File: src/bls_pkg.sv
// ----------------------------------------------------------------------------
// bls_pkg: shared constants and helpers of the line stepper
// Opcodes, default widths and the queue entry layout size
// ----------------------------------------------------------------------------
package bls_pkg;

  localparam int unsigned COORD_BITS_DEF  = 12;
  localparam int unsigned QUEUE_DEPTH_DEF = 2;

  localparam logic OP_START = 1'b0;
  localparam logic OP_NEXT  = 1'b1;

  // entry: {is_start, x0, y0, x1, y1, dx, dy, step_x_neg, step_y_neg}
  function automatic int unsigned entry_width(input int unsigned coord_bits);
    return 1 + 4 * coord_bits + 2 * (coord_bits + 1) + 2;
  endfunction

endpackage

File: src/bresenham_line_stepper.sv
// ----------------------------------------------------------------------------
// bresenham_line_stepper: all-octant integer line rasteriser
// One item in, one pixel result out, across a short queue
// ----------------------------------------------------------------------------
// Input channel (in_valid_i / in_stall_o): opcode_i selects start, which loads
// both endpoints, or next, which asks for the following pixel of the line.
// Output channel (out_valid_o / out_stall_i): one result per item, carrying
// pixel_x_o, pixel_y_o, pixel_valid_o (low for a next with no active line)
// and last_pixel_o (high on the line's end point).
// Path: a result passes through the queue and then the output register, and a
// stall on the output can keep its item waiting in the queue.
// Throughput: one item per cycle while the output is not stalled; the back stepper
// updates the error term and the pixel from two tests of one doubled error.
// The queue holds two items, so the input keeps flowing while a result waits.
// A stall on the output holds the result register steady; the queue then fills
// and in_stall_o rises.
// Reset clears the queue, the output valid flag and the active-line flag; no
// line is in progress afterwards.
// ----------------------------------------------------------------------------
module bresenham_line_stepper import bls_pkg::*; #(
  parameter int unsigned COORD_BITS  = COORD_BITS_DEF,
  parameter int unsigned QUEUE_DEPTH = QUEUE_DEPTH_DEF
) (
  input  logic                         clk_i,
  input  logic                         rst_ni,
  input  logic                         in_valid_i,
  output logic                         in_stall_o,
  input  logic                         opcode_i,
  input  logic signed [COORD_BITS-1:0] start_x_i,
  input  logic signed [COORD_BITS-1:0] start_y_i,
  input  logic signed [COORD_BITS-1:0] end_x_i,
  input  logic signed [COORD_BITS-1:0] end_y_i,
  output logic                         out_valid_o,
  input  logic                         out_stall_i,
  output logic signed [COORD_BITS-1:0] pixel_x_o,
  output logic signed [COORD_BITS-1:0] pixel_y_o,
  output logic                         pixel_valid_o,
  output logic                         last_pixel_o
);

  localparam int unsigned ENTRY_W = entry_width(COORD_BITS);

  logic [ENTRY_W-1:0] front_entry, queue_entry;
  logic               queue_full, queue_empty, queue_pop;

  assign in_stall_o = queue_full;

  bls_front #(
    .COORD_BITS (COORD_BITS),
    .ENTRY_W    (ENTRY_W)
  ) u_front (
    .opcode_i  (opcode_i),
    .start_x_i (start_x_i),
    .start_y_i (start_y_i),
    .end_x_i   (end_x_i),
    .end_y_i   (end_y_i),
    .entry_o   (front_entry)
  );

  bls_queue #(
    .WIDTH (ENTRY_W),
    .DEPTH (QUEUE_DEPTH)
  ) u_queue (
    .clk_i       (clk_i),
    .rst_ni      (rst_ni),
    .push_i      (in_valid_i),
    .push_data_i (front_entry),
    .pop_i       (queue_pop),
    .pop_data_o  (queue_entry),
    .full_o      (queue_full),
    .empty_o     (queue_empty)
  );

  bls_back #(
    .COORD_BITS (COORD_BITS),
    .ENTRY_W    (ENTRY_W)
  ) u_back (
    .clk_i         (clk_i),
    .rst_ni        (rst_ni),
    .entry_i       (queue_entry),
    .entry_empty_i (queue_empty),
    .entry_pop_o   (queue_pop),
    .out_valid_o   (out_valid_o),
    .out_stall_i   (out_stall_i),
    .pixel_x_o     (pixel_x_o),
    .pixel_y_o     (pixel_y_o),
    .pixel_valid_o (pixel_valid_o),
    .last_pixel_o  (last_pixel_o)
  );

endmodule

File: src/bls_front.sv
// ----------------------------------------------------------------------------
// bls_front: item intake and line set-up
// Classifies each item and works out deltas and step directions for starts
// ----------------------------------------------------------------------------
module bls_front import bls_pkg::*; #(
  parameter int unsigned COORD_BITS = COORD_BITS_DEF,
  parameter int unsigned ENTRY_W    = entry_width(COORD_BITS)
) (
  input  logic                         opcode_i,
  input  logic signed [COORD_BITS-1:0] start_x_i,
  input  logic signed [COORD_BITS-1:0] start_y_i,
  input  logic signed [COORD_BITS-1:0] end_x_i,
  input  logic signed [COORD_BITS-1:0] end_y_i,
  output logic [ENTRY_W-1:0]           entry_o
);

  localparam int unsigned DW = COORD_BITS + 1;

  logic signed [DW-1:0] x0_ext, y0_ext, x1_ext, y1_ext;
  logic [DW-1:0]        dx, dy;
  logic                 step_x_neg, step_y_neg, is_start;

  always_comb begin
    x0_ext = DW'(start_x_i);
    y0_ext = DW'(start_y_i);
    x1_ext = DW'(end_x_i);
    y1_ext = DW'(end_y_i);
    step_x_neg = !(start_x_i < end_x_i);
    step_y_neg = !(start_y_i < end_y_i);
    dx = step_x_neg ? DW'(x0_ext - x1_ext) : DW'(x1_ext - x0_ext);
    dy = step_y_neg ? DW'(y0_ext - y1_ext) : DW'(y1_ext - y0_ext);
    is_start = (opcode_i == OP_START);
  end

  assign entry_o = {is_start, start_x_i, start_y_i, end_x_i, end_y_i,
                    dx, dy, step_x_neg, step_y_neg};

endmodule

File: src/bls_queue.sv
// ----------------------------------------------------------------------------
// bls_queue: short flop-based queue between front and back
// First in, first out; push and pop may fall in the same cycle
// ----------------------------------------------------------------------------
module bls_queue import bls_pkg::*; #(
  parameter int unsigned WIDTH = entry_width(COORD_BITS_DEF),
  parameter int unsigned DEPTH = QUEUE_DEPTH_DEF
) (
  input  logic             clk_i,
  input  logic             rst_ni,
  input  logic             push_i,
  input  logic [WIDTH-1:0] push_data_i,
  input  logic             pop_i,
  output logic [WIDTH-1:0] pop_data_o,
  output logic             full_o,
  output logic             empty_o
);

  localparam int unsigned PW = (DEPTH > 1) ? $clog2(DEPTH) : 1;
  localparam int unsigned CW = $clog2(DEPTH + 1);

  logic [WIDTH-1:0] mem_q [DEPTH];
  logic [PW-1:0]    wr_ptr_q, wr_ptr_d, rd_ptr_q, rd_ptr_d;
  logic [CW-1:0]    count_q, count_d;
  logic             do_push, do_pop;

  assign full_o     = (count_q == CW'(DEPTH));
  assign empty_o    = (count_q == '0);
  assign do_push    = push_i && !full_o;
  assign do_pop     = pop_i && !empty_o;
  assign pop_data_o = mem_q[rd_ptr_q];

  always_comb begin
    wr_ptr_d = wr_ptr_q;
    rd_ptr_d = rd_ptr_q;
    count_d  = count_q;
    if (do_push) begin
      wr_ptr_d = (wr_ptr_q == PW'(DEPTH - 1)) ? '0 : PW'(wr_ptr_q + 1'b1);
    end
    if (do_pop) begin
      rd_ptr_d = (rd_ptr_q == PW'(DEPTH - 1)) ? '0 : PW'(rd_ptr_q + 1'b1);
    end
    if (do_push && !do_pop) begin
      count_d = CW'(count_q + 1'b1);
    end else if (do_pop && !do_push) begin
      count_d = CW'(count_q - 1'b1);
    end
  end

  always_ff @(posedge clk_i or negedge rst_ni) begin
    if (!rst_ni) begin
      wr_ptr_q <= '0;
      rd_ptr_q <= '0;
      count_q  <= '0;
    end else begin
      wr_ptr_q <= wr_ptr_d;
      rd_ptr_q <= rd_ptr_d;
      count_q  <= count_d;
    end
  end

  always_ff @(posedge clk_i) begin
    if (do_push) begin
      mem_q[wr_ptr_q] <= push_data_i;
    end
  end

endmodule

File: src/bls_back.sv
// ----------------------------------------------------------------------------
// bls_back: line state and pixel stepping
// Takes one queued item per cycle unless stalled; steps error, registers pixel
// ----------------------------------------------------------------------------
module bls_back import bls_pkg::*; #(
  parameter int unsigned COORD_BITS = COORD_BITS_DEF,
  parameter int unsigned ENTRY_W    = entry_width(COORD_BITS)
) (
  input  logic                         clk_i,
  input  logic                         rst_ni,
  input  logic [ENTRY_W-1:0]           entry_i,
  input  logic                         entry_empty_i,
  output logic                         entry_pop_o,
  output logic                         out_valid_o,
  input  logic                         out_stall_i,
  output logic signed [COORD_BITS-1:0] pixel_x_o,
  output logic signed [COORD_BITS-1:0] pixel_y_o,
  output logic                         pixel_valid_o,
  output logic                         last_pixel_o
);

  localparam int unsigned C  = COORD_BITS;
  localparam int unsigned DW = C + 1;
  localparam int unsigned EW = C + 2;
  localparam int unsigned XW = C + 3;

  logic                 e_start, e_sxn, e_syn;
  logic signed [C-1:0]  e_x0, e_y0, e_x1, e_y1;
  logic [DW-1:0]        e_dx, e_dy;

  logic signed [C-1:0]  cur_x_q, cur_x_d, cur_y_q, cur_y_d;
  logic signed [C-1:0]  tgt_x_q, tgt_x_d, tgt_y_q, tgt_y_d;
  logic [DW-1:0]        dx_q, dx_d, dy_q, dy_d;
  logic                 sxn_q, sxn_d, syn_q, syn_d;
  logic signed [EW-1:0] err_q, err_d;
  logic                 active_q, active_d;

  logic                 out_valid_q;
  logic signed [C-1:0]  px_q, px_d, py_q, py_d;
  logic                 pvalid_q, pvalid_d, plast_q, plast_d;

  logic signed [XW-1:0] e2;
  logic                 move_x, move_y, last;
  logic                 pop;

  assign {e_start, e_x0, e_y0, e_x1, e_y1, e_dx, e_dy, e_sxn, e_syn} = entry_i;

  // output slot free or draining this cycle
  assign pop         = !entry_empty_i && (!out_valid_q || !out_stall_i);
  assign entry_pop_o = pop;

  always_comb begin
    cur_x_d  = cur_x_q;
    cur_y_d  = cur_y_q;
    tgt_x_d  = tgt_x_q;
    tgt_y_d  = tgt_y_q;
    dx_d     = dx_q;
    dy_d     = dy_q;
    sxn_d    = sxn_q;
    syn_d    = syn_q;
    err_d    = err_q;
    active_d = active_q;
    e2       = XW'({err_q, 1'b0});
    move_x   = e2 > -$signed(XW'({2'b00, dy_q}));
    move_y   = e2 < $signed(XW'({2'b00, dx_q}));
    last     = 1'b0;
    px_d     = '0;
    py_d     = '0;
    pvalid_d = 1'b0;
    plast_d  = 1'b0;

    if (e_start) begin
      cur_x_d  = e_x0;
      cur_y_d  = e_y0;
      tgt_x_d  = e_x1;
      tgt_y_d  = e_y1;
      dx_d     = e_dx;
      dy_d     = e_dy;
      sxn_d    = e_sxn;
      syn_d    = e_syn;
      err_d    = EW'({1'b0, e_dx}) - EW'({1'b0, e_dy});
      last     = (e_x0 == e_x1) && (e_y0 == e_y1);
      active_d = !last;
      px_d     = e_x0;
      py_d     = e_y0;
      pvalid_d = 1'b1;
      plast_d  = last;
    end else if (active_q) begin
      // both tests share the same doubled error
      err_d = err_q - (move_x ? EW'({1'b0, dy_q}) : '0)
                    + (move_y ? EW'({1'b0, dx_q}) : '0);
      if (move_x) begin
        cur_x_d = sxn_q ? C'(cur_x_q - 1'b1) : C'(cur_x_q + 1'b1);
      end
      if (move_y) begin
        cur_y_d = syn_q ? C'(cur_y_q - 1'b1) : C'(cur_y_q + 1'b1);
      end
      last     = (cur_x_d == tgt_x_q) && (cur_y_d == tgt_y_q);
      active_d = !last;
      px_d     = cur_x_d;
      py_d     = cur_y_d;
      pvalid_d = 1'b1;
      plast_d  = last;
    end
  end

  always_ff @(posedge clk_i or negedge rst_ni) begin
    if (!rst_ni) begin
      cur_x_q     <= '0;
      cur_y_q     <= '0;
      tgt_x_q     <= '0;
      tgt_y_q     <= '0;
      dx_q        <= '0;
      dy_q        <= '0;
      sxn_q       <= 1'b0;
      syn_q       <= 1'b0;
      err_q       <= '0;
      active_q    <= 1'b0;
      out_valid_q <= 1'b0;
    end else begin
      if (pop) begin
        cur_x_q  <= cur_x_d;
        cur_y_q  <= cur_y_d;
        tgt_x_q  <= tgt_x_d;
        tgt_y_q  <= tgt_y_d;
        dx_q     <= dx_d;
        dy_q     <= dy_d;
        sxn_q    <= sxn_d;
        syn_q    <= syn_d;
        err_q    <= err_d;
        active_q <= active_d;
      end
      if (pop) begin
        out_valid_q <= 1'b1;
      end else if (!out_stall_i) begin
        out_valid_q <= 1'b0;
      end
    end
  end

  always_ff @(posedge clk_i) begin
    if (pop) begin
      px_q     <= px_d;
      py_q     <= py_d;
      pvalid_q <= pvalid_d;
      plast_q  <= plast_d;
    end
  end

  assign out_valid_o   = out_valid_q;
  assign pixel_x_o     = px_q;
  assign pixel_y_o     = py_q;
  assign pixel_valid_o = pvalid_q;
  assign last_pixel_o  = plast_q;

endmodule

File: config.mk
export PLATFORM = sky130hd
export DESIGN_NAME = bresenham_line_stepper
export DESIGN_NICKNAME = d
export VERILOG_FILES = /design/src/bls_pkg.sv /design/src/bresenham_line_stepper.sv /design/src/bls_front.sv /design/src/bls_queue.sv /design/src/bls_back.sv
export SDC_FILE = /design/constraint.sdc
export NUM_CORES = 1
export LEC_CHECK = 0
export BUFFER_PORTS_ARGS = -buffer_cell sky130_fd_sc_hd__buf_2
export CORE_MARGIN = 2
export CORE_UTILIZATION = 38
export DETAILED_ROUTE_END_ITERATION = 7
export HOLD_SLACK_MARGIN = 0.15
export PLACE_DENSITY = 0.63
export SLEW_MARGIN = 20
export SYNTH_ARGS = -nofsm -noshare
export SYNTH_HDL_FRONTEND = slang
export SYNTH_SLANG_ARGS = --single-unit
File: constraint.sdc
create_clock -name clk_i -period 11.7 [get_ports clk_i]
set_input_delay 1.17 -clock clk_i [delete_from_list [all_inputs] [get_ports clk_i]]
set_output_delay 1.17 -clock clk_i [all_outputs]
set_load 0.01 [all_outputs]
Word level (Yosys, flattened, before mapping)
Memories as Yosys holds them, arrays and structs flattened. Cells that the tools add are included.

Bits in registers: 122. Bits in writable memories: 154. Input port bits: 53. Word-level logic and storage cells: 104. Output and inout port bits: 28. Memories kept: 1.

Memory list: u_queue.mem_q (depth 2, width 77, read ports 1, clocked after Yosys merged registers in 0, wr ports 1, RTL line bls_queue.sv:22) `logic [WIDTH-1:0] mem_q [DEPTH];`.

$lt $le $gt $ge: 4. Mux-type cells: 35. Eq/ne operators: 6. Add/subtract/negate cells: 16. Bitwise operators: 1. Reduce and logical (&&, ||, !) cells: 23.

Operators with widths (count): two-way mux 12 bit (16); two-way mux 13 bit (4); subtractor 12 x 12 -> 13 bit (4); == test 12 bit (4); two-way mux 14 bit (2); adder 12 x 1 -> 12 bit, second input constant (2); < comparator 12 bit (2); subtractor 12 x 1 -> 12 bit, second input constant (2); greater-than comparator 15 bit (1); < comparator 15 x 14 -> 1 bit (1); negation 13 -> 15 bit (1); adder 14 bit (1); subtractor 13 x 13 -> 14 bit (1); subtractor 14 bit (1); two-way mux 1 bit (11); zero test 1 bit (10); logical AND 1 bit (7); two-way mux 2 bit (2); AND reduction 2 bit (2); nonzero test 2 bit (2); adder 1 bit, second input constant (2); adder 2 x 1 -> 2 bit, second input constant (1); == test 2 bit, second input constant (1); zero test 2 bit (1); 4 further kinds (4).

Longest topological paths before layout
Gate-level depths: netlist of the first run.

Word-level depth: 10. Mapped depth: 29. Depth with buffers taken out: 28.

By module
Synthesis of the first run repeated with hierarchy kept, for this count alone.

Cells, all modules: 1765. Area, all modules: 18093.6 um^2.

Modules (own cells, without submodules): bls_back (area an instance 9536.6 um^2, sequential area each 3083.0 um^2, times used 1, cells an instance 1121); bls_queue (area an instance 5833.1 um^2, sequential area each 4724.5 um^2, times used 1, cells an instance 259); bls_front (area an instance 2723.9 um^2, sequential area each 0.0 um^2, times used 1, cells an instance 385).

Worst setup path after synthesis of the first run
Ideal clock, no wire load.

Kind: reg-to-reg. Start: register u_back.dy_q[2]. End: register u_back.err_q[13]. Required time: 11.629 ns. Clock period less this slack: 5.690 ns. Setup time: 0.071 ns. Buffers on the path: 4. Setup slack: 6.010 ns. Arrival: 5.619 ns. Cell stages (with the launch flop): 29. Cell sequence: dfrtp_1 or3_1 nor2_1 nand2_1 o41ai_1 nand2_1 ha_1 nand4_1 nor4_1 nand2b_1 a31oi_1 or2_1 buf_2 buf_1 buf_1 clkbuf_1 and2_1 fa_1 inv_1 ha_1 inv_1 o21ai_0 nand2_1 o2111ai_1 o211ai_1 o21ai_0 xnor2_1 or4_1 nand4_1.

Word-level cells in the longest chain between the ends: 7.

RTL lines: from (decl) (RTL line bls_back.sv:33) `logic [DW-1:0] dx_q, dx_d, dy_q, dy_d;`; from (signal assigned) (RTL line bls_back.sv:127) `dy_q <= dy_d;`; negation 13 -> 15 bit (RTL line bls_back.sv:64) `move_x = e2 > -$signed(XW'({2'b00, dy_q}));`; greater-than comparator 15 bit (RTL line bls_back.sv:64); two-way mux 13 bit (*) (RTL line bls_back.sv:90) `err_d = err_q - (move_x ? EW'({1'b0, dy_q}) : '0)`; subtractor 14 bit (*) (RTL line bls_back.sv:90); adder 14 bit (*) (RTL line bls_back.sv:91) `+ (move_y ? EW'({1'b0, dx_q}) : '0);`; two-way mux 14 bit (*) (RTL line bls_back.sv:88) `end else if (active_q) begin`; two-way mux 14 bit (*) (RTL line bls_back.sv:72) `if (e_start) begin`; to (signal assigned) (RTL line bls_back.sv:130) `err_q <= err_d;`; to (decl) (RTL line bls_back.sv:35) `logic signed [EW-1:0] err_q, err_d;`.

Mark *: on every way between the ends. The rest lies on a longest branch, timed or not. The select of a mux whose other input is x is not followed. A chain may end at the register's enable or synchronous reset.

Final worst setup path of the first run
Same ends and word-level chain as after synthesis.

==> impl_metrics.toml, run 1 <==
[run_status]
outcome = "completed"

[critical_path]
crit_path_end_kind = "flop"
r2r.worst_path.cells = 27
cp_num_buf_inv = 3
r2r_setup_slack_ns = 5.23
worstPathMaxFanout = 25
crit_path_top_delay_cell = "fa_1"
cpMostUsedCell = "nand2_1"
worstSetupStartpointType = "flop"
crit_family = "simple AND/OR/NAND/NOR gates"
critPathArrivalTime_ns = 6.99
cp.required_ns = 12.22
cpPeakStageDelay_ns = 0.58
critical_path_class = "reg -> reg"
r2r-end = "u_back.err_q[13]"
r2r_start = "u_back.dy_q[2]"

[synthesis]
synth_area_sq_um = 17600
ys_ff_latch = 276
async_reset_ff_share_pct = 34.8
ys_types = 80
yosys_warnings = 0
syn_avg_cell_area_sq_um = 10.3
synth-edff-count = 180
syn_inst = 1712
synthFlopType = "edfxtp_1"
syn-num-nets = 1908
seq_area_frac_synth_pct = 44.4

[timing]
max_freq_mhz = 155
setup_viol = 0
relSlewSlack_pct = 31.1
post-route-period-util_pct = 55.3
tightestPinTransition_ns = 1.03
drv_slew = 0
finClkSkew_ns = 0.0162
rsz0062_at_grt = "no"
hold_viol = 0
setup_tns_ns = 0
min_period_ns = 6.47

[worst_hold_path]
hold_path_end = "u_back.out_valid_o"
worstHoldPathCells = 2
holdCritStartpoint = "u_back.out_valid_o"
hp-class = "reg -> reg"

[layout]
final_common_cell = "edfxtp_1"
area_delta_synth_final_pct = 11.6
nNetsFinal = 1972
layout_common_cells = "180 x edfxtp_1, 150 x inv_1, 136 x nor2_1, 123 x ha_1, 121 x nand2_1"
insertedDiodeCount = 0
instances_no_fill = 2400
drive_gt1_share_pct = 11.6

[global_routing]
gr-total-overflow = 0
track_usage_pct = 19.8
antenna_found_initial = 0
grt_max_degree = 72
grt_pass1_vias = 12800
grt_pass1_wl_um = 73200

[drt]
wire_per_inst_um = 19.5
drtPass1Iterations = 5
routed_wl_um = 46800
drc = 0
viasPerCell = 5.49
drtIter0Drc = 1152
vias = 13200
ant_nets = 0

[floorplan]
die_h_um = 219
core_area_sq_um = 45500
die_area_sq_um = 48000
ios = 81
die_w_um = 219
initial_core_util_pct = 38.6
fp-row-count = 78

[clock_network]
cts_setup_buffers = 0
clock_path_buffers = 3
insertion_delay_ns = 0.59
cts.clk_slew.worst_paths_ns = 0.07
cts_made_buffers = 30
htree_num_levels = 1
cts_resized = 0
cts_tree = "built"
cts_sinks = 276
cts_root_buf = "clkbuf_16"
hold_buffers = 0

[placement]
dp.cells = 2344
place_hpwl_um = 35300
portBuffers = 80
gp_congestion = 0.903

[job]
drv_cap = 0
## worst max path at each step
stage	from	end	slack, ns	cells after the start
6_report	u_back.dy_q[2]	u_back.err_q[13]	5.23	27
4_1_cts	u_back.dy_q[2]	u_back.err_q[13]	5.26	27
3_5_place_dp	u_back.dy_q[2]	u_back.err_q[13]	5.36	27
3_3_place_gp	u_back.dy_q[2]	u_back.err_q[13]	5.53	27
2_1_floorplan	u_back.dy_q[2]	u_back.err_q[13]	6.01	28
5_1_grt	u_back.dy_q[2]	u_back.err_q[13]	4.64	27
## final cells by class
cell class / count / area, sq um
multi-input combinational: 1222 / 8990
timing repair buffer: 95 / 515
tap: 600 / 751
fill: 4394 / 25900
clock buffer: 37 / 797
inverter: 151 / 567
sequential: 276 / 7810
clock inverter: 19 / 180
## stage by stage
step	util, %	setup slack, ns	area (sq um)	hold WS, ns
3_5_place_dp	41.0	5.36	18600	0.486
4_1_cts	43.1	5.26	19600	0.500
2_1_floorplan	-	6.01	17600	0.461
5_1_grt	43.1	4.64	19600	0.558
6_report	43.1	5.23	19600	0.493
3_3_place_gp	41.0	5.53	18600	0.477
## kinds of logic (layout without fill, tap and decap cells)
kind of cell / after synthesis / after routing / share of synthesized area (%)
buffers and inverters: 214 / 302 / 4.61
multiplexers: 120 / 120 / 7.14
AND/OR/NAND/NOR: 435 / 435 / 11.7
flip-flops: 276 / 276 / 44.4
AO/OA/AOI/OAI: 397 / 397 / 14.4
XOR/XNOR: 127 / 127 / 6.66
adder cells (fa/ha/maj): 143 / 143 / 11.0
## worst reg2reg max path: cells and delay by family, from the launching register on
| family | cells | cell delay [ns] |
|---|---|---|
| XOR/XNOR | 1 | 0.10 |
| adder cells (fa/ha/maj) | 3 | 1.15 |
| AND/OR/NAND/NOR | 12 | 2.66 |
| AO/OA/AOI/OAI | 8 | 1.48 |
| buffers and inverters | 3 | 0.57 |
| flip-flops | 1 | 0.44 |
## synthesized netlist by cell type, types with 23 or more instances
library cell / n / area share, %
edfxtp_1: 180 / 31
mux2i_1: 79 / 4.5
clkbuf_1: 51 / 1.1
o21ai_0: 103 / 2.9
nor2_1: 139 / 3.0
nand3_1: 23 / 0.66
nand2_1: 121 / 2.6
ha_1: 123 / 8.8
xnor2_1: 67 / 3.3
nor3_1: 34 / 0.97
inv_1: 151 / 3.2
dfrtp_1: 96 / 14
mux2_2: 40 / 2.6
a21o_1: 30 / 1.3
a21oi_1: 105 / 3.0
xor2_1: 56 / 2.8
## flip-flops by register name, indices dropped and copies added (netlist names), 2 cells and up
| name | cells |
|---|---|
| u_back.cur_x_q | 12 |
| u_queue.count_q | 2 |
| u_back.tgt_x_q | 12 |
| u_back.tgt_y_q | 12 |
| u_back.pixel_x_o | 12 |
| u_back.err_q | 14 |
| u_back.cur_y_q | 12 |
| u_queue.mem_q | 154 |
| u_back.pixel_y_o | 12 |
| u_back.dy_q | 13 |
| u_back.dx_q | 13 |
## layer usage
metal  up-vias  part of all wire (%)  track usage (%)
li1       6281                     -                -
met1      6417                    48             29.3
met2       427                    44             30.5
met3        52                   7.0             3.19
met4         0                   2.0             4.23
met5         -                     0                0
Power of run 1 is left out: the tool's default activity adds up to more than one toggle a clock period on the data nets, which glitch-free logic cannot reach.
==> run 2: changes to the inputs <==
- clock period: 11.7 -> 6.1 ns (I/O delays scaled with it)
==> run 2 against run 1 <==
Final cell count up 0.21%. Critical path depth down 1. Worst setup slack worse by 4.8 ns. Global-route usage about the same. Utilization up 0.38 points. Routed wire length up 1.2%. Maximum frequency up 14%. Clock skew about the same. Sequential cell count unchanged. Sequential share of layout area down 0.35 points. Largest cell class unchanged.
==> impl_metrics.toml, run 2 (synthesized netlist as in run 1, its figures left out) <==
[run_status]
outcome = "completed"

[global_routing]
track_usage_pct = 19.8
grt_pass1_vias = 12600
gr-total-overflow = 0
grt_max_degree = 90
grt_pass1_wl_um = 73000
antenna_found_initial = 3

[layout]
multi_input_area_sq_um = 9020
drive_gt1_share_pct = 12.1
insertedDiodeCount = 0
layout_common_cells = "180 x edfxtp_1, 150 x inv_1, 135 x nor2_1, 123 x ha_1, 121 x nand2_1"
fin_area_sq_um = 19800
nNetsFinal = 1976
largest_reg_flops = 154
largest_register = "u_queue.mem_q"
reg.largest.list = "u_queue.mem_q (154), u_back.err_q (14)"
nFillCells = 4403
final_common_cell = "edfxtp_1"
area_delta_synth_final_pct = 12.6
seq_area_sq_um = 7810

[timing]
post-route-period-util_pct = 93.2
setup_viol = 0
hold_viol = 0
tightestPinTransition_ns = 1.06
finClkSkew_ns = 0.0161
setup_tns_ns = 0
max_freq_mhz = 176
drv_slew = 0
min_period_ns = 5.69
relSlewSlack_pct = 29.4
rsz0062_at_grt = "no"

[drt]
drtIter0Drc = 947
drc = 0
ant_nets = 0
drtPass1Iterations = 5
routed_wl_um = 47300
vias = 13200
wire_per_inst_um = 19.7
viasPerCell = 5.48

[clock_network]
htree_num_levels = 1
insertion_delay_ns = 0.59
cts_made_buffers = 31
cts.clk_slew.worst_paths_ns = 0.06
cts_tree = "built"
clock_path_buffers = 3
cts_root_buf = "clkbuf_16"
cts_setup_buffers = 0
cts_sinks = 276

[critical_path]
r2r.worst_path.cells = 26
r2r-end = "u_back.err_q[10]"
crit_family = "simple AND/OR/NAND/NOR gates"
crit_path_end_kind = "flop"
crit_path_top_delay_cell = "fa_1"
worstSetupStartpointType = "flop"
cp_num_buf_inv = 2
cpPeakStageDelay_ns = 0.50
critical_path_class = "reg -> reg"
critical_path.startpoint = "u_back.dy_q[2]"
worstPathMaxFanout = 11
crit_end = "u_back.err_q[10]"
cp.required_ns = 6.56
critPathArrivalTime_ns = 6.14
r2r_setup_slack_ns = 0.41
r2r_start = "u_back.dy_q[2]"
crit_cells = 26

[floorplan]
fp-row-count = 78
ios = 81
initial_core_util_pct = 38.6
die_h_um = 219
die_w_um = 219
die_area_sq_um = 48000
core_area_sq_um = 45500

[job]
drv_cap = 0

[worst_hold_path]
hp-class = "in -> reg"
holdCritStartpoint = "start_x_i[0]"

[placement]
postPlaceCellArea_sq_um = 18700
place_hpwl_um = 35400
portBuffers = 80
gp_congestion = 0.917
-- run 2: cell types whose count changed in the layout (fill, tap and decap cells not counted), moves of 2 or more --
cell,before,now
o21ai_1,3,6
buf_4,16,18
clkinv_2,10,7
o21ai_0,103,100
clkbuf_1,5,3
bufinv_16,2,6
-- run 2: final cells by class --
class / count / share of cell area, %
clock buffers: 35 / 4.05
clock inverters: 23 / 1.49
inverters: 151 / 2.86
multi-input cells: 1222 / 45.6
flip-flops and latches: 276 / 39.5
well taps: 600 / 3.79
repair buffers: 98 / 2.73
-- run 2: stage by stage --
stage               util (%)  std cells  setup slack, ns  hold slack [ns]
floorplan                  -       1712            0.410            0.314
global placement        41.0       2346            0.255            0.477
detailed placement      41.0       2346            0.170            0.487
CTS                     43.5       2405            0.126            0.219
global route            43.5       2405           0.0408            0.226
finish                  43.5       2405            0.412            0.244
-- run 2: how the worst min path moves through the flow --
stage | slack [ns] | end | cells past startpoint
6_report | 0.24 | u_queue.mem_q[1][64] | 1
5_1_grt | 0.23 | u_queue.mem_q[0][70] | 1
4_1_cts | 0.22 | u_queue.mem_q[0][52] | 1
3_5_place_dp | 0.49 | u_back.out_valid_o | 2
3_3_place_gp | 0.48 | u_back.out_valid_o | 2
2_1_floorplan | 0.31 | u_back.active_q | 0
-- run 2: repair_timing --
item	CTS	global route
setup endpoints to repair	0	7
hold buffers	1	0
resized for setup	0	10
hold endpoints to repair	32	0
-- run 2: per-layer routing --
metal,vias up,share of wire (%),GRT usage [%]
met3,74,6.5,3.17
met1,6419,47,29.1
met2,398,44,30.2
met4,2,2.9,5.68
li1,6278,-,-
met5,-,0.027,0
Power of run 2 is left out for the same reason.
==> run 3: changes to the inputs <==
- CAP_MARGIN: default -> 5
- CORE_MARGIN: 2 -> default
- RECOVER_POWER: default -> 50
==> run 3 against run 2 <==
The run now ends with max-capacitance violations, max-slew violations left. Clock skew increased by 0.0032 ns. Worst setup slack improved by 0.014 ns. Hold slack improved by 0.056 ns. Non-clock buffer count increased by 1. Sequential share of layout area increased by 0.17 points. Critical path type unchanged.
==> impl_metrics.toml, run 3 (synthesized netlist as in run 1, its figures left out) <==
[run_status]
outcome = "finished, violations left"
violations = "max-capacitance violations, max-slew violations"

[timing]
finClkSkew_ns = 0.0193
hold_viol = 0
relSlewSlack_pct = -92.6
max_freq_mhz = 176
drv_slew = 138
setup_tns_ns = 0
min_period_ns = 5.67
post-route-period-util_pct = 93.0
timing.hold.ws_ns = 0.299
tightestPinTransition_ns = 2.89
setup_viol = 0
worst_slack_ns = 0.427

[clock_network]
cts_sinks = 276
insertion_delay_ns = 0.54
cts_root_buf = "clkbuf_16"
cts_made_buffers = 35
cts_tree = "built"
htree_num_levels = 2
clock_path_buffers = 3
cts.clk_slew.worst_paths_ns = 0.07

[drt]
ant_nets = 0
viasPerCell = 5.43
vias = 13100
drtPass1Iterations = 5
wire_per_inst_um = 19.7
drtIter0Drc = 922
routed_wl_um = 47500
drc = 0

[global_routing]
grt_max_degree = 94
track_usage_pct = 20.3
grt_pass1_vias = 12900
antenna_found_initial = 0
gr-total-overflow = 0
grt_pass1_wl_um = 73400

[layout]
insertedDiodeCount = 0
final_common_cell = "edfxtp_1"
area_delta_synth_final_pct = 12.0
instances_no_fill = 2410
layout_common_cells = "180 x edfxtp_1, 150 x inv_1, 136 x nor2_1, 123 x ha_1, 121 x nand2_1"
largest_register = "u_queue.mem_q"
reg.largest.list = "u_queue.mem_q (154), u_back.err_q (14)"
drive_gt1_share_pct = 8.01
nNetsFinal = 1981
largest_reg_flops = 154

[floorplan]
fp-row-count = 78
die_w_um = 217
initial_core_util_pct = 38.6
die_area_sq_um = 47100
die_h_um = 217
core_area_sq_um = 45500
ios = 81

[critical_path]
r2r-end = "u_back.err_q[13]"
r2r_setup_slack_ns = 0.43
cp.required_ns = 6.57
cpPeakStageDelay_ns = 0.51
critPathArrivalTime_ns = 6.15
r2r.worst_path.cells = 25
critical_path_class = "reg -> reg"
worstSetupStartpointType = "flop"
cp_num_buf_inv = 2
r2r_start = "u_back.dy_q[2]"
crit_path_end_kind = "flop"
crit_family = "simple AND/OR/NAND/NOR gates"
crit_path_top_delay_cell = "fa_1"
worstPathMaxFanout = 11

[placement]
portBuffers = 80
gp_congestion = 0.933
place_hpwl_um = 35400
dp.cells = 2347
pre_cts_ws_ns = 0.128

[worst_hold_path]
hold_path_end = "u_back.out_valid_o"
worstHoldPathCells = 3
hp-class = "in -> reg"
holdCritStartpoint = "out_stall_i"

[job]
drv_cap = 4
[run 3: area by class of cell]
cell class,count,area [sq um]
tap,600,751
timing repair buffer,99,439
clock buffer,38,887
clock inverter,24,233
fill,4412,25800
sequential,276,7810
multi-input combinational,1222,9010
inverter,151,567
[run 3: how the worst max path moves through the flow]
stage | slack, ns | from | to | cells after the start
finish | 0.43 | u_back.dy_q[2] | u_back.err_q[13] | 25
global route | -0.05 | u_back.dy_q[2] | u_back.err_q[10] | 26
floorplan | 0.41 | u_back.dy_q[2] | u_back.err_q[13] | 28
CTS | 0.09 | u_back.dy_q[2] | u_back.err_q[13] | 26
detailed placement | 0.13 | u_back.dy_q[2] | u_back.err_q[13] | 26
global placement | 0.26 | u_back.dy_q[4] | u_back.err_q[10] | 26
[run 3: tightest hold or removal path: stages]
cell and delay [ns]:
buf_2 0.08, nand2_1 0.06, nand2_1 0.06
[run 3: stage by stage]
stage	utilization [%]	instance area, sq um
finish	43.3	19700
global route	43.3	19700
CTS	43.5	19800
detailed placement	41.0	18700
global placement	41.0	18700
floorplan	-	17600
[run 3: metal layers]
metal	part of all wire (%)	track usage, %	vias up
met5	0	0	-
met4	2.1	5.61	0
met3	6.0	3.28	69
met2	45	31.6	343
met1	47	29.0	6379
li1	-	-	6284
[run 3: timing repair]
item / CTS / global route
setup endpoints to repair: 0 / 8
resized for setup: 0 / 11
buffers inserted: 0 / 0
endpoints found under the hold margin: 45 / 0
hold buffers: 1 / 0
Power of run 3 is left out for the same reason.
